<file path="src/rtl/core/lrse_pkg.sv">
package lrse_pkg;

    localparam int STACK_DEPTH = 16;
    localparam int ID_BITS     = 8;
    localparam int DEPTH_BITS  = $clog2(STACK_DEPTH + 1);

    localparam logic [7:0] ID_MASK = 8'((1 << ID_BITS) - 1);

    typedef logic [DEPTH_BITS-1:0] t_depth;

    typedef enum logic [3:0] {
        CMD_START     = 4'd0,
        CMD_READ      = 4'd1,
        CMD_NOT_TOP   = 4'd2,
        CMD_AND       = 4'd3,
        CMD_AND_NOT   = 4'd4,
        CMD_OR        = 4'd5,
        CMD_OR_NOT    = 4'd6,
        CMD_WRITE     = 4'd7,
        CMD_WRITE_NOT = 4'd8,
        CMD_TIMER     = 4'd9
    } t_cmd;

    typedef enum logic [1:0] {
        STK_HOLD,
        STK_PUSH,
        STK_COMBINE,
        STK_NEGATE
    } t_stack_op;

    typedef enum logic [1:0] {
        CELL_HOLD,
        CELL_TAKE_UP,
        CELL_TAKE_DOWN,
        CELL_INVERT
    } t_cell_op;

    typedef struct packed {
        t_stack_op op;
        logic      push_bit;
        logic      comb_bit;
    } t_stack_ctrl;

endpackage

</file>
<file path="src/rtl/core/lrse_if.sv">
interface lrse_tok_if;
    logic        valid;
    logic        ready;
    logic [3:0]  command;
    logic [7:0]  operand_id;
    logic        contact_value;
    logic        contact_present;
    logic [15:0] interval_ms;
    logic        interval_valid;

    modport source (
        output valid, command, operand_id, contact_value, contact_present,
               interval_ms, interval_valid,
        input  ready
    );
    modport sink (
        input  valid, command, operand_id, contact_value, contact_present,
               interval_ms, interval_valid,
        output ready
    );
endinterface

interface lrse_coil_if;
    logic        valid;
    logic        ready;
    logic [7:0]  coil_id;
    logic        coil_value;
    logic [15:0] wait_ms;

    modport source (
        output valid, coil_id, coil_value, wait_ms,
        input  ready
    );
    modport sink (
        input  valid, coil_id, coil_value, wait_ms,
        output ready
    );
endinterface

</file>
<file path="src/rtl/core/lrse_cell.sv">
module lrse_cell (
    input  logic              i_clk,
    input  lrse_pkg::t_cell_op i_op,
    input  logic              i_up,
    input  logic              i_down,
    output logic              o_bit
);

    logic r_bit;
    logic n_bit;

    always_comb begin
        case (i_op)
            lrse_pkg::CELL_HOLD:      n_bit = r_bit;
            lrse_pkg::CELL_TAKE_UP:   n_bit = i_up;
            lrse_pkg::CELL_TAKE_DOWN: n_bit = i_down;
            lrse_pkg::CELL_INVERT:    n_bit = ~r_bit;
            default:                  n_bit = r_bit;
        endcase
    end

    always_ff @(posedge i_clk) begin
        r_bit <= n_bit;
    end

    assign o_bit = r_bit;

endmodule

</file>
<file path="src/rtl/core/lrse_stack.sv">
module lrse_stack (
    input  logic                 i_clk,
    input  lrse_pkg::t_stack_ctrl i_ctrl,
    output logic                 o_top,
    output logic                 o_below
);

    logic [lrse_pkg::STACK_DEPTH-1:0] w_bit;

    genvar g;
    generate
        for (g = 0; g < lrse_pkg::STACK_DEPTH; g++) begin : g_cell
            lrse_pkg::t_cell_op w_op;
            logic               w_up;
            logic               w_down;

            if (g == 0) begin : g_head
                always_comb begin
                    case (i_ctrl.op)
                        lrse_pkg::STK_PUSH:    w_op = lrse_pkg::CELL_TAKE_UP;
                        lrse_pkg::STK_COMBINE: w_op = lrse_pkg::CELL_TAKE_UP;
                        lrse_pkg::STK_NEGATE:  w_op = lrse_pkg::CELL_INVERT;
                        default:               w_op = lrse_pkg::CELL_HOLD;
                    endcase
                end
                assign w_up = (i_ctrl.op == lrse_pkg::STK_PUSH) ? i_ctrl.push_bit
                                                                : i_ctrl.comb_bit;
            end else begin : g_body
                always_comb begin
                    case (i_ctrl.op)
                        lrse_pkg::STK_PUSH:    w_op = lrse_pkg::CELL_TAKE_UP;
                        lrse_pkg::STK_COMBINE: w_op = lrse_pkg::CELL_TAKE_DOWN;
                        default:               w_op = lrse_pkg::CELL_HOLD;
                    endcase
                end
                assign w_up = w_bit[g-1];
            end

            if (g == lrse_pkg::STACK_DEPTH - 1) begin : g_tail
                assign w_down = 1'b0;
            end else begin : g_link
                assign w_down = w_bit[g+1];
            end

            lrse_cell u_cell (
                .i_clk  (i_clk),
                .i_op   (w_op),
                .i_up   (w_up),
                .i_down (w_down),
                .o_bit  (w_bit[g])
            );
        end
    endgenerate

    assign o_top   = w_bit[0];
    assign o_below = w_bit[1];

endmodule

</file>
<file path="src/rtl/core/ladder_rung_stack_evaluator_top.sv">
// Ladder rung evaluator.
// Tokens of a rung enter on i_tok (valid/ready). Each token is one word:
// command, operand id, contact value and presence, timer interval and its
// valid flag. Coil writes leave on o_coil as one word each: coil id, value
// and the pending wait in ms.
// The bit stack is a row of one-bit cells with the top in the first cell;
// a push or a pop-and-combine moves every cell together and a negate
// inverts the top cell; one token is taken per cycle unless o_coil stalls.
// A write token shows its word on o_coil in the cycle after it is accepted.
// The output register refills in the same cycle it drains, so a token is
// taken whenever o_coil is empty or being read; while the receiver holds
// o_coil.ready low with a word waiting, i_tok.ready stays low.
// A fault aborts the rung: later tokens are taken and dropped until a
// start token.
// Reset clears the depth, abort flag, pending wait and output valid; the
// stack cells are not cleared, and only filled cells are ever read.
module ladder_rung_stack_evaluator_top (
    input  logic       i_clk,
    input  logic       i_rst_n,
    lrse_tok_if.sink   i_tok,
    lrse_coil_if.source o_coil
);

    lrse_pkg::t_depth     r_depth;
    lrse_pkg::t_depth     n_depth;
    logic                 r_aborted;
    logic                 n_aborted;
    logic [15:0]          r_wait;
    logic [15:0]          n_wait;
    logic                 r_out_valid;
    logic                 n_out_valid;
    logic [7:0]           r_coil_id;
    logic                 r_coil_value;
    logic [15:0]          r_wait_ms;

    logic                 w_accept;
    logic                 w_emit;
    logic                 w_top;
    logic                 w_below;
    logic                 w_top_eff;
    lrse_pkg::t_cmd       w_cmd;
    lrse_pkg::t_stack_ctrl w_ctrl;

    assign w_cmd    = lrse_pkg::t_cmd'(i_tok.command);
    assign i_tok.ready = ~r_out_valid | o_coil.ready;
    assign w_accept = i_tok.valid & i_tok.ready;

    lrse_stack u_stack (
        .i_clk   (i_clk),
        .i_ctrl  (w_ctrl),
        .o_top   (w_top),
        .o_below (w_below)
    );

    assign w_top_eff = (w_cmd == lrse_pkg::CMD_AND_NOT || w_cmd == lrse_pkg::CMD_OR_NOT)
                     ? ~w_top : w_top;

    always_comb begin
        n_depth        = r_depth;
        n_aborted      = r_aborted;
        n_wait         = r_wait;
        w_emit         = 1'b0;
        w_ctrl.op      = lrse_pkg::STK_HOLD;
        w_ctrl.push_bit = i_tok.contact_value;
        w_ctrl.comb_bit = (w_cmd == lrse_pkg::CMD_AND || w_cmd == lrse_pkg::CMD_AND_NOT)
                        ? (w_top_eff & w_below) : (w_top_eff | w_below);
        if (w_accept) begin
            if (w_cmd == lrse_pkg::CMD_START) begin
                n_depth   = '0;
                n_aborted = 1'b0;
                n_wait    = '0;
            end else if (!r_aborted) begin
                case (w_cmd)
                    lrse_pkg::CMD_READ: begin
                        if (!i_tok.contact_present ||
                            r_depth == lrse_pkg::t_depth'(lrse_pkg::STACK_DEPTH)) begin
                            n_aborted = 1'b1;
                        end else begin
                            w_ctrl.op = lrse_pkg::STK_PUSH;
                            n_depth   = r_depth + lrse_pkg::t_depth'(1);
                        end
                    end
                    lrse_pkg::CMD_NOT_TOP: begin
                        if (r_depth == '0) begin
                            n_aborted = 1'b1;
                        end else begin
                            w_ctrl.op = lrse_pkg::STK_NEGATE;
                        end
                    end
                    lrse_pkg::CMD_AND, lrse_pkg::CMD_AND_NOT,
                    lrse_pkg::CMD_OR, lrse_pkg::CMD_OR_NOT: begin
                        if (r_depth < lrse_pkg::t_depth'(2)) begin
                            n_aborted = 1'b1;
                        end else begin
                            w_ctrl.op = lrse_pkg::STK_COMBINE;
                            n_depth   = r_depth - lrse_pkg::t_depth'(1);
                        end
                    end
                    lrse_pkg::CMD_WRITE, lrse_pkg::CMD_WRITE_NOT: begin
                        if (r_depth != lrse_pkg::t_depth'(1)) begin
                            n_aborted = 1'b1;
                        end else begin
                            w_emit = 1'b1;
                        end
                    end
                    lrse_pkg::CMD_TIMER: begin
                        if (i_tok.interval_valid) begin
                            n_wait = i_tok.interval_ms;
                        end
                    end
                    default: begin
                    end
                endcase
            end
        end
    end

    always_comb begin
        if (w_emit) begin
            n_out_valid = 1'b1;
        end else if (o_coil.ready) begin
            n_out_valid = 1'b0;
        end else begin
            n_out_valid = r_out_valid;
        end
    end

    always_ff @(posedge i_clk) begin
        if (!i_rst_n) begin
            r_depth     <= '0;
            r_aborted   <= 1'b0;
            r_wait      <= '0;
            r_out_valid <= 1'b0;
        end else begin
            r_depth     <= n_depth;
            r_aborted   <= n_aborted;
            r_wait      <= n_wait;
            r_out_valid <= n_out_valid;
        end
    end

    always_ff @(posedge i_clk) begin
        if (w_emit) begin
            r_coil_id    <= i_tok.operand_id & lrse_pkg::ID_MASK;
            r_coil_value <= (w_cmd == lrse_pkg::CMD_WRITE_NOT) ? ~w_top : w_top;
            r_wait_ms    <= r_wait;
        end
    end

    assign o_coil.valid      = r_out_valid;
    assign o_coil.coil_id    = r_coil_id;
    assign o_coil.coil_value = r_coil_value;
    assign o_coil.wait_ms    = r_wait_ms;

    a_depth_bound: assert property (@(posedge i_clk) disable iff (!i_rst_n)
        r_depth <= lrse_pkg::t_depth'(lrse_pkg::STACK_DEPTH))
        else $error("stack depth beyond capacity");

    a_abort_frozen: assert property (@(posedge i_clk) disable iff (!i_rst_n)
        (w_accept && r_aborted && w_cmd != lrse_pkg::CMD_START)
        |=> ($stable(r_depth) && $stable(r_wait) && r_aborted))
        else $error("aborted rung changed state");

    a_bad_write: assert property (@(posedge i_clk) disable iff (!i_rst_n)
        (w_accept && (w_cmd == lrse_pkg::CMD_WRITE || w_cmd == lrse_pkg::CMD_WRITE_NOT)
         && r_depth != lrse_pkg::t_depth'(1)) |=> r_aborted)
        else $error("write at bad depth did not abort");

    a_start_clear: assert property (@(posedge i_clk) disable iff (!i_rst_n)
        (w_accept && w_cmd == lrse_pkg::CMD_START)
        |=> (r_depth == '0 && !r_aborted && r_wait == '0))
        else $error("start did not clear rung state");

endmodule

</file>
<file path="src/flat_wrapper.sv">
// flat-port wrapper written by rule: the top's interface ports become plain ports
module ladder_rung_stack_evaluator_top_flat 
  (i_clk, i_rst_n, i_tok_valid, i_tok_command, i_tok_operand_id, i_tok_contact_value, i_tok_contact_present, i_tok_interval_ms, i_tok_interval_valid, i_tok_ready, o_coil_valid, o_coil_coil_id, o_coil_coil_value, o_coil_wait_ms, o_coil_ready);
  lrse_tok_if i_tok_i ();
  lrse_coil_if o_coil_i ();
  input  logic i_clk;
  input  logic i_rst_n;
  input wire logic [$bits(i_tok_i.valid)-1:0] i_tok_valid;
  input wire logic [$bits(i_tok_i.command)-1:0] i_tok_command;
  input wire logic [$bits(i_tok_i.operand_id)-1:0] i_tok_operand_id;
  input wire logic [$bits(i_tok_i.contact_value)-1:0] i_tok_contact_value;
  input wire logic [$bits(i_tok_i.contact_present)-1:0] i_tok_contact_present;
  input wire logic [$bits(i_tok_i.interval_ms)-1:0] i_tok_interval_ms;
  input wire logic [$bits(i_tok_i.interval_valid)-1:0] i_tok_interval_valid;
  output wire logic [$bits(i_tok_i.ready)-1:0] i_tok_ready;
  output wire logic [$bits(o_coil_i.valid)-1:0] o_coil_valid;
  output wire logic [$bits(o_coil_i.coil_id)-1:0] o_coil_coil_id;
  output wire logic [$bits(o_coil_i.coil_value)-1:0] o_coil_coil_value;
  output wire logic [$bits(o_coil_i.wait_ms)-1:0] o_coil_wait_ms;
  input wire logic [$bits(o_coil_i.ready)-1:0] o_coil_ready;
  assign i_tok_i.valid = i_tok_valid;
  assign i_tok_i.command = i_tok_command;
  assign i_tok_i.operand_id = i_tok_operand_id;
  assign i_tok_i.contact_value = i_tok_contact_value;
  assign i_tok_i.contact_present = i_tok_contact_present;
  assign i_tok_i.interval_ms = i_tok_interval_ms;
  assign i_tok_i.interval_valid = i_tok_interval_valid;
  assign i_tok_ready = i_tok_i.ready;
  assign o_coil_valid = o_coil_i.valid;
  assign o_coil_coil_id = o_coil_i.coil_id;
  assign o_coil_coil_value = o_coil_i.coil_value;
  assign o_coil_wait_ms = o_coil_i.wait_ms;
  assign o_coil_i.ready = o_coil_ready;
  ladder_rung_stack_evaluator_top u_core (.i_clk(i_clk), .i_rst_n(i_rst_n), .i_tok(i_tok_i), .o_coil(o_coil_i));
endmodule
</file>
<file path="config.mk">
export PLATFORM = sky130hd
export DESIGN_NAME = ladder_rung_stack_evaluator_top_flat
export DESIGN_NICKNAME = d
export VERILOG_FILES = /design/src/rtl/core/lrse_pkg.sv /design/src/rtl/core/lrse_if.sv /design/src/rtl/core/lrse_cell.sv /design/src/rtl/core/lrse_stack.sv /design/src/rtl/core/ladder_rung_stack_evaluator_top.sv /design/src/flat_wrapper.sv
export SDC_FILE = /design/constraint.sdc
export NUM_CORES = 1
export LEC_CHECK = 0
export BUFFER_PORTS_ARGS = -buffer_cell sky130_fd_sc_hd__buf_2
export CAP_MARGIN = 20
export CORE_MARGIN = 4
export CORE_UTILIZATION = 33
export CTS_CLUSTER_DIAMETER = 100
export CTS_CLUSTER_SIZE = 10
export DETAILED_ROUTE_END_ITERATION = 10
export GPL_ROUTABILITY_DRIVEN = 0
export GPL_TIMING_DRIVEN = 0
export PLACE_DENSITY = 0.58
export SKIP_LAST_GASP = 1
export SYNTH_ARGS = -nofsm -noshare
export SYNTH_HDL_FRONTEND = slang
export SYNTH_SLANG_ARGS = --single-unit
</file>
<file path="constraint.sdc">
create_clock -name i_clk -period 3 [get_ports i_clk]
set_input_delay 0.6 -clock i_clk [delete_from_list [all_inputs] [get_ports i_clk]]
set_output_delay 0.6 -clock i_clk [all_outputs]
set_load 0.1 [all_outputs]
</file>
==> results of run 1 <==
flip-flops by register name, indices dropped and copies added, names as in the netlist:
signal                              count
u_core.r_wait                          16
u_core.o_coil.coil_id                   8
u_core.o_coil.valid                     1
u_core.o_coil.wait_ms                  16
u_core.r_aborted                        1
u_core.r_depth                          5
u_core.o_coil.coil_value                1
u_core.u_stack.g_cell.u_cell.o_bit     16
Yosys cell counts (5+ instances only):
library cell  instances  area [um2]
a22oi_1              17         128
nand2_1              13        48.8
o21ai_0              12        60.1
nor3_1                5        25.0
or4_1                 7        52.6
a31oi_1               8        50.1
edfxtp_1             41        1230
o31ai_1               5        37.5
nor2b_1               5        31.3
ha_1                 10         125
clkbuf_1             12        45.0
a21oi_1              22         110
inv_1                15        56.3
nand2b_1              5        31.3
nor2_1               32         120
dfxtp_1              23         460
metrics by stage:
stage | worst slack [ns] | util (%) | instance area, um2 | cells | hold slack, ns
after floorplan | 0.0406 | - | 2940 | 273 | 0.409
after global placement | -0.342 | 38.9 | 3380 | 441 | 0.413
after detailed placement | -0.375 | 38.9 | 3380 | 441 | 0.416
after CTS | 0.0690 | 41.3 | 3580 | 456 | 0.423
after global routing | 0.00129 | 41.7 | 3610 | 456 | 0.418
final | 0.246 | 41.7 | 3610 | 456 | 0.433
worst min path at each step:
stage	slack (ns)	cells past startpoint	to
2_1_floorplan	0.41	0	u_core.o_coil.wait_ms[0]
3_3_place_gp	0.41	0	u_core.o_coil.wait_ms[4]
3_5_place_dp	0.42	0	u_core.o_coil.wait_ms[12]
4_1_cts	0.42	1	u_core.o_coil.coil_id[5]
5_1_grt	0.42	1	u_core.o_coil.coil_id[2]
6_report	0.43	0	u_core.o_coil.wait_ms[12]
power by group through the flow:
stage | sequential, mW | clock [mW] | combinational (mW)
5_1_grt | 0.943 | 0.779 | 0.129
3_3_place_gp | 0.962 | 0 | 0.113
6_report | 0.943 | 0.718 | 0.115
4_1_cts | 0.943 | 0.737 | 0.116
3_5_place_dp | 0.962 | 0 | 0.115
2_1_floorplan | 0.963 | 0 | 0.0689
routing by layer:
metal	global-route usage [%]	share of wire, %
met5	0	0
met4	4.94	1.8
met3	4.03	4.7
met2	19.6	46
met1	17.4	47
final cells by class:
class	count	area, um2	share of cell area (%)
Clock buffer	12	178	4.92
Clock inverter	4	23.8	0.658
Multi-Input combinational cell	179	1140	31.6
Tap cell	108	135	3.74
Timing Repair Buffer	61	328	9.07
Inverter	16	63.8	1.77
Buffer	12	50.0	1.38
Sequential cell	64	1690	46.9
critical path: cells and delay by family, from the launching register on:
family | cells | cell delay [ns]
AND/OR/NAND/NOR | 3 | 0.86
AO/OA/AOI/OAI | 4 | 0.61
buffers and inverters | 2 | 0.33
flip-flops | 1 | 0.36
adder cells (fa/ha/maj) | 2 | 0.42
kinds of logic (layout without fill, tap and decap cells):
kind of cell	count (synthesis)	in the layout	share of synthesized area [%]
XOR/XNOR	2	2	0.597
adder cells (fa/ha/maj)	11	11	4.61
buffers and inverters	30	105	3.92
AND/OR/NAND/NOR	88	88	15.8
AO/OA/AOI/OAI	75	75	16.3
multiplexers	3	3	1.07
flip-flops	64	64	57.7
==> flow_summary.json, run 1 <==
{
  "hp-class": "reg -> reg",
  "diodes": 0,
  "fin_crit_sh_pct": 91.8,
  "clockBufferDepth": 2,
  "area_delta_synth_final_pct": 23.3,
  "crit_fanout": 10,
  "finalPower_mw": 1.78,
  "die_area_mm2": 0.0105,
  "synth_cell_type_count": 44,
  "initial_utilization_pct": 33.8,
  "vias_per_cell": 5.02,
  "async_flop_share_pct": 0,
  "htree_levels": 3,
  "cp_slowest_stage_delay_ns": 0.51,
  "min_from": "u_core.r_wait[12]",
  "cp_common_cell": "o21ai_0",
  "grt_pass1_wl_um": 10600,
  "slew_headroom_pct": 50.0,
  "drtIter0Drc": 174,
  "clkPwrFrac_pct": 40.4,
  "firstDrtPassIters": 4,
  "yosys_warnings": 0,
  "r2r-end": "u_core.u_stack.g_cell[11].u_cell.o_bit",
  "fin_crit_ns": 2.75,
  "ys.flop_type": "edfxtp_1",
  "core_area_mm2": 0.00868,
  "vdd_ir_drop_max_mv": 0.283,
  "drt-total-wl_um": 6550,
  "mostFrequentLayoutCells": "buf_2, edfxtp_1, nor2_1, a21oi_1, dfxtp_1",
  "p_leak_nw": 1.43,
  "clk_latency_ns": 0.33,
  "startpoint_type": "flip-flop",
  "drc": 0,
  "dieWidth_um": 102,
  "grt_overflow": 0,
  "port_buffers": 60,
  "synth_edf_count": 41,
  "cts_resized": 2,
  "post_cts_buffers": 0,
  "grt_use_total_pct": 13.0,
  "die_height_um": 102,
  "max_cap_violations": 0,
  "antenna_found_initial": 0,
  "layout_commonest_cell": "buf_2",
  "ios": 62,
  "r2r-start": "u_core.r_depth[1]",
  "switching_power_mw": 0.394,
  "worstPathArrival_ns": 2.93,
  "status": "complete, no violations",
  "rows": 34,
  "place_hpwl_um": 4740,
  "synthesis.area_mm2": 0.00293,
  "worstSetupPathType": "reg -> reg",
  "p_int_mw": 1.38,
  "grt_pass1_vias": 2232,
  "r2r_setup_slack_ns": 0.25,
  "rsz0062_at_grt": "no",
  "worstPathRequired_ns": 3.18,
  "slowest_stage": "or4b_1",
  "ys_seq_area_share_pct": 57.7,
  "finClkSkew_ns": 0.00832,
  "hold_viol": 0,
  "finalMaxSlewViolations": 0,
  "syn_nets": 318,
  "numCtsBuffers": 9,
  "cts_sinks": 64,
  "crit_end": "u_core.u_stack.g_cell[11].u_cell.o_bit",
  "syn_area_per_cell_um2": 10.7,
  "hold_buffers": 0,
  "crit_start": "u_core.r_depth[1]",
  "combPwrFrac_pct": 6.5,
  "path_cells": "inv_1 -> ha_1 -> or4b_1 -> a22o_1 -> a22oi_1 -> or4_1 -> ha_2 -> buf_2 -> nor2b_1 -> o21ai_0 -> o21ai_0",
  "post_route_cells_drive_above_1_share_pct": 27.0,
  "detail_route.wl_per_cell_um": 14.4,
  "end_kind": "flip-flop",
  "setup_viol": 0,
  "root_buffer": "clkbuf_8",
  "fin_setup_tns_ns": 0,
  "ys_seq_elements": 64,
  "grt_max_degree": 26,
  "clk_pin_slew_ns": 0.07,
  "p_sw_share_pct": 22.2,
  "reg2regPathDepth": 11,
  "power.density_mw_per_mm2": 492,
  "ant_nets": 0,
  "max_freq_mhz": 363,
  "worst_pin_slew_ns": 0.744,
  "final.fill_count": 861,
  "tritoncts": "done",
  "routed-via-count": 2291,
  "syn_inst": 273,
  "fin_nets": 388,
  "pwr-share-seq_pct": 53.1
}
No activity file was read; power rests on OpenSTA's default activity.
==> run 2: changes to the inputs <==
ABC_AREA = 1   (was not set)
PLACE_DENSITY = 0.57   (was 0.58)
SETUP_SLACK_MARGIN = 0.05   (was not set)
==> run 2 against run 1 <==
Clock power decreased by 6.4%. Sequential cell count unchanged. Sequential share of layout area decreased by 1.2 points. Largest power group unchanged. Highest routed layer unchanged.
==> flow_summary.json, run 2 <==
{
  "clk_latency_ns": 0.33,
  "ys.flop_type": "edfxtp_1",
  "die_area_mm2": 0.0109,
  "core_area_mm2": 0.00889,
  "r2r_setup_slack_ns": 0.26,
  "yosys_warnings": 0,
  "vias_per_cell": 4.59,
  "drtIter0Drc": 68,
  "detail_route.wl_per_cell_um": 12.4,
  "initial_utilization_pct": 34.5,
  "crit_fanout": 10,
  "hold_buffers": 0,
  "setup_viol": 0,
  "dp_cells": 491,
  "diodes": 0,
  "worstPathArrival_ns": 2.80,
  "rsz0062_at_grt": "no",
  "worst_pin_slew_ns": 0.578,
  "post_route_cells_drive_above_1_share_pct": 30.5,
  "drc": 0,
  "fin_nets": 440,
  "dieWidth_um": 104,
  "ys_top_cells_by_area": "edfxtp_1, dfxtp_1, nand2_1, inv_1, ha_1",
  "layout_commonest_cell": "nand2_1",
  "ys_seq_elements": 64,
  "worstSetupPathType": "reg -> reg",
  "htree_levels": 3,
  "placed_cell_area_mm2": 0.00351,
  "clockBufferDepth": 2,
  "synth_edf_count": 41,
  "grt_max_degree": 26,
  "finClkSkew_ns": 0.00492,
  "grt_pass1_vias": 2305,
  "fin_crit_ns": 2.74,
  "root_buffer": "clkbuf_8",
  "worstPathRequired_ns": 3.06,
  "fin_setup_tns_ns": 0,
  "syn_inst": 322,
  "place_hpwl_um": 4620,
  "final.fill_count": 880,
  "p_leak_nw": 1.50,
  "max_cap_violations": 0,
  "slew_headroom_pct": 61.4,
  "numCtsBuffers": 9,
  "grt_use_total_pct": 12.0,
  "fin_area_mm2": 0.00371,
  "finalMaxSlewViolations": 0,
  "cts_sinks": 64,
  "hold_viol": 0,
  "port_buffers": 61,
  "antenna_found_initial": 0,
  "ios": 62,
  "die_height_um": 104,
  "grt_overflow": 0,
  "synth.largest_area_cell": "edfxtp_1",
  "async_flop_share_pct": 0,
  "rows": 34,
  "synth_cell_type_count": 27,
  "synthesis.area_mm2": 0.00306,
  "end_kind": "flip-flop",
  "area_delta_synth_final_pct": 21.0,
  "synth_most_common_cell": "nand2_1",
  "fin_crit_sh_pct": 91.2,
  "holdWs_ns": 0.432,
  "status": "complete, no violations",
  "routed-via-count": 2334,
  "hp-class": "in -> reg",
  "firstDrtPassIters": 4,
  "tritoncts": "done",
  "startpoint_type": "flip-flop",
  "grt_pass1_wl_um": 10600,
  "power.density_mw_per_mm2": 489,
  "syn_area_per_cell_um2": 9.52,
  "max_freq_mhz": 365,
  "instances_no_fill": 508,
  "synthTopCellsByCount": "nand2_1, edfxtp_1, inv_1, dfxtp_1, a21oi_1",
  "ys_seq_area_share_pct": 55.2,
  "ant_nets": 0,
  "yosys.area.top_type_share_pct": 40.2,
  "syn_nets": 367,
  "mostFrequentLayoutCells": "nand2_1, buf_2, edfxtp_1, inv_1, dfxtp_1",
  "clk_pin_slew_ns": 0.08,
  "vdd_ir_drop_max_mv": 0.180,
  "fin_util_pct": 41.7,
  "drt-total-wl_um": 6300
}
## run 2: repair_timing
| item | in CTS | in global routing |
|---|---|---|
| resized for setup | 0 | 2 |
| buffers inserted | 0 | 0 |
| endpoints found under the setup margin | 0 | 10 |
## run 2: path summary, 6_finish.rpt
check | start | cells past startpoint | to
worst max-delay path | u_core.r_depth[0] | 11 | u_core.u_stack.g_cell[15].u_cell.o_bit
worst min-delay path | i_tok_operand_id[7] | 1 | u_core.o_coil.coil_id[7]
worst max register to register | u_core.r_depth[0] | 11 | u_core.u_stack.g_cell[15].u_cell.o_bit
worst min register to register | u_core.r_wait[5] | 0 | u_core.o_coil.wait_ms[5]
## run 2: through the flow
stage                     worst slack [ns]  power (mW)
after floorplan                      0.322        1.10
after global placement              -0.136        1.16
after detailed placement            -0.190        1.16
after CTS                            0.151        1.84
after global routing                0.0518        1.90
final                                0.264        1.81
## run 2: report_power, final
group          total [mW]  internal, mW  switching (mW)
registers           0.961         0.949          0.0126
clock network       0.672         0.325           0.348
logic               0.178        0.0648           0.113
total                1.81          1.34           0.473
## run 2: final cells by class
type / count / area [um2] / area share, %
inverters: 41 / 154 / 4.15
multi-input cells: 208 / 1160 / 31.3
clock buffers: 10 / 138 / 3.71
flip-flops and latches: 64 / 1690 / 45.6
well taps: 108 / 135 / 3.64
clock inverters: 6 / 43.8 / 1.18
repair buffers: 62 / 325 / 8.77
plain buffers: 9 / 57.6 / 1.55
## run 2: worst max-delay path: stages (launching register included)
cell and delay [ns]:
dfxtp_1 0.48, inv_1 0.15, ha_1 0.24, nand2_1 0.08, o21ai_0 0.09, o21ai_0 0.12
nand3_1 0.18, inv_1 0.15, ha_1 0.20, clkbuf_1 0.36, clkbuf_2 0.29, o22ai_1 0.12
## run 2: layer usage
layer  GRT usage (%)  vias up  routed length (um)
met5               0        -                   0
met4            5.98        0                 115
met3            3.54        8                 370
met2            19.6       53                2920
met1            14.5     1057                2890
li1                -     1216                   -
## run 2: cell families (layout without fill, tap and decap cells)
kind of cell	Yosys count	after routing	share of synthesized area [%]
fa+ha+maj	10	10	4.08
buf+inv	50	128	6.86
simple gates	145	145	21.4
flops	64	64	55.2
xor+xnor	3	3	0.858
compound gates	50	50	11.6
==> run 3: changes to the inputs <==
PLACE_DENSITY = 0.58   (was 0.57)
==> run 3 against run 2 <==
Cell count fell by 0.20%. Fmax rose by 2.3%. Worst setup slack improved by 0.062 ns. Via count barely moved. Die area did not move. Wire length fell by 4.4%. Non-clock buffer count fell by 1. Combinational power barely moved. Critical path type unchanged. Largest cell class unchanged. Highest routed layer unchanged.
==> flow_summary.json, run 3 (synthesis gave the netlist of run 2 again) <==
{
  "finClkSkew_ns": 0.0122,
  "worst_pin_slew_ns": 0.990,
  "dp_cells": 491,
  "dieWidth_um": 104,
  "post_route_cells_drive_above_1_share_pct": 30.1,
  "vdd_ir_drop_max_mv": 0.298,
  "fin_nets": 439,
  "tritoncts": "done",
  "finalMaxSlewViolations": 0,
  "core_area_mm2": 0.00889,
  "rsz0062_at_grt": "no",
  "worstPathArrival_ns": 2.73,
  "fin_setup_tns_ns": 0,
  "cts_resized": 0,
  "root_buffer": "clkbuf_8",
  "htree_levels": 3,
  "area_delta_synth_final_pct": 20.9,
  "setup_viol": 0,
  "routed-via-count": 2333,
  "status": "complete, no violations",
  "max_freq_mhz": 374,
  "power.density_mw_per_mm2": 499,
  "vias_per_cell": 4.60,
  "cts_sinks": 64,
  "grt_overflow": 0,
  "crit_fanout": 10,
  "clockBufferDepth": 2,
  "numCtsBuffers": 9,
  "end_kind": "flip-flop",
  "worst_slack_ns": 0.326,
  "post_cts_buffers": 0,
  "drc": 0,
  "pre_cts_slack_ns": -0.116,
  "layout_commonest_cell": "nand2_1",
  "detail_route.wl_per_cell_um": 11.9,
  "max_cap_violations": 0,
  "die_area_mm2": 0.0109,
  "clk_pin_slew_ns": 0.08,
  "worstSetupPathType": "reg -> reg",
  "grt_use_total_pct": 11.4,
  "initial_utilization_pct": 34.5,
  "path_cells": "inv_1 -> ha_1 -> nand2_1 -> o21ai_0 -> o21ai_0 -> nand3_1 -> inv_1 -> ha_1 -> clkbuf_1 -> clkbuf_2 -> o22ai_1",
  "hp-class": "reg -> reg",
  "slew_headroom_pct": 34.0,
  "p_leak_nw": 1.50,
  "ios": 62,
  "place_hpwl_um": 4580,
  "grt_pass1_vias": 2193,
  "antenna_found_initial": 0,
  "worstPathRequired_ns": 3.06,
  "cp_top_family": "buffers and inverters",
  "drt-total-wl_um": 6020,
  "startpoint_type": "flip-flop",
  "hold_viol": 0,
  "worstPathBufferInverterCount": 4,
  "fin_crit_sh_pct": 89.1,
  "grt_pass1_wl_um": 10100,
  "hold_buffers": 0,
  "firstDrtPassIters": 4,
  "fin_crit_ns": 2.67,
  "mostFrequentLayoutCells": "nand2_1, buf_2, edfxtp_1, inv_1, dfxtp_1",
  "instances_no_fill": 507,
  "slowest_stage": "dfxtp_1",
  "die_height_um": 104,
  "grt_max_degree": 26,
  "port_buffers": 61,
  "drtIter0Drc": 48,
  "diodes": 0,
  "ant_nets": 0,
  "clk_latency_ns": 0.34,
  "rows": 34,
  "cp_slowest_stage_delay_ns": 0.45
}
-- run 3: per-stage QoR --
stage | instance area [um2] | hold WS, ns | utilization [%] | power, mW
finish | 3700 | 0.431 | 41.7 | 1.85
global route | 3700 | 0.399 | 41.7 | 1.94
CTS | 3700 | 0.409 | 41.6 | 1.87
detailed placement | 3510 | 0.415 | 39.4 | 1.16
global placement | 3510 | 0.414 | 39.4 | 1.16
floorplan | 3070 | 0.409 | - | 1.10
-- run 3: cell type report --
type | count | area (um2)
tap | 108 | 135
sequential | 64 | 1690
multi-input combinational | 208 | 1160
timing repair buffer | 61 | 305
fill | 884 | 5190
inverter | 41 | 154
clock inverter | 7 | 72.6
buffer | 9 | 57.6
clock buffer | 9 | 124
-- run 3: metal layers --
| metal | global-route usage (%) | share of wire, % | up-vias | wire [um] |
|---|---|---|---|---|
| met5 | 0 | 0 | - | 0 |
| met2 | 18.5 | 48 | 49 | 2870 |
| met4 | 3.42 | 1.3 | 0 | 80 |
| met3 | 4.35 | 5.4 | 11 | 324 |
| met1 | 14.0 | 46 | 1060 | 2750 |
| li1 | - | - | 1213 | - |
-- run 3: final timing paths --
check	cells past startpoint	endpoint	start	slack (ns)
setup / recovery	11	u_core.u_stack.g_cell[15].u_cell.o_bit	u_core.r_depth[0]	0.33
hold / removal	0	u_core.o_coil.wait_ms[3]	u_core.r_wait[3]	0.43
setup reg to reg	11	u_core.u_stack.g_cell[15].u_cell.o_bit	u_core.r_depth[0]	0.33
hold reg to reg	0	u_core.o_coil.wait_ms[3]	u_core.r_wait[3]	0.43
-- run 3: where the power goes --
group | total, mW | switching [mW] | leakage [nW] | internal (mW)
clock network | 0.711 | 0.328 | 0.0968 | 0.383
logic | 0.177 | 0.113 | 0.875 | 0.0646
registers | 0.961 | 0.0119 | 0.525 | 0.949
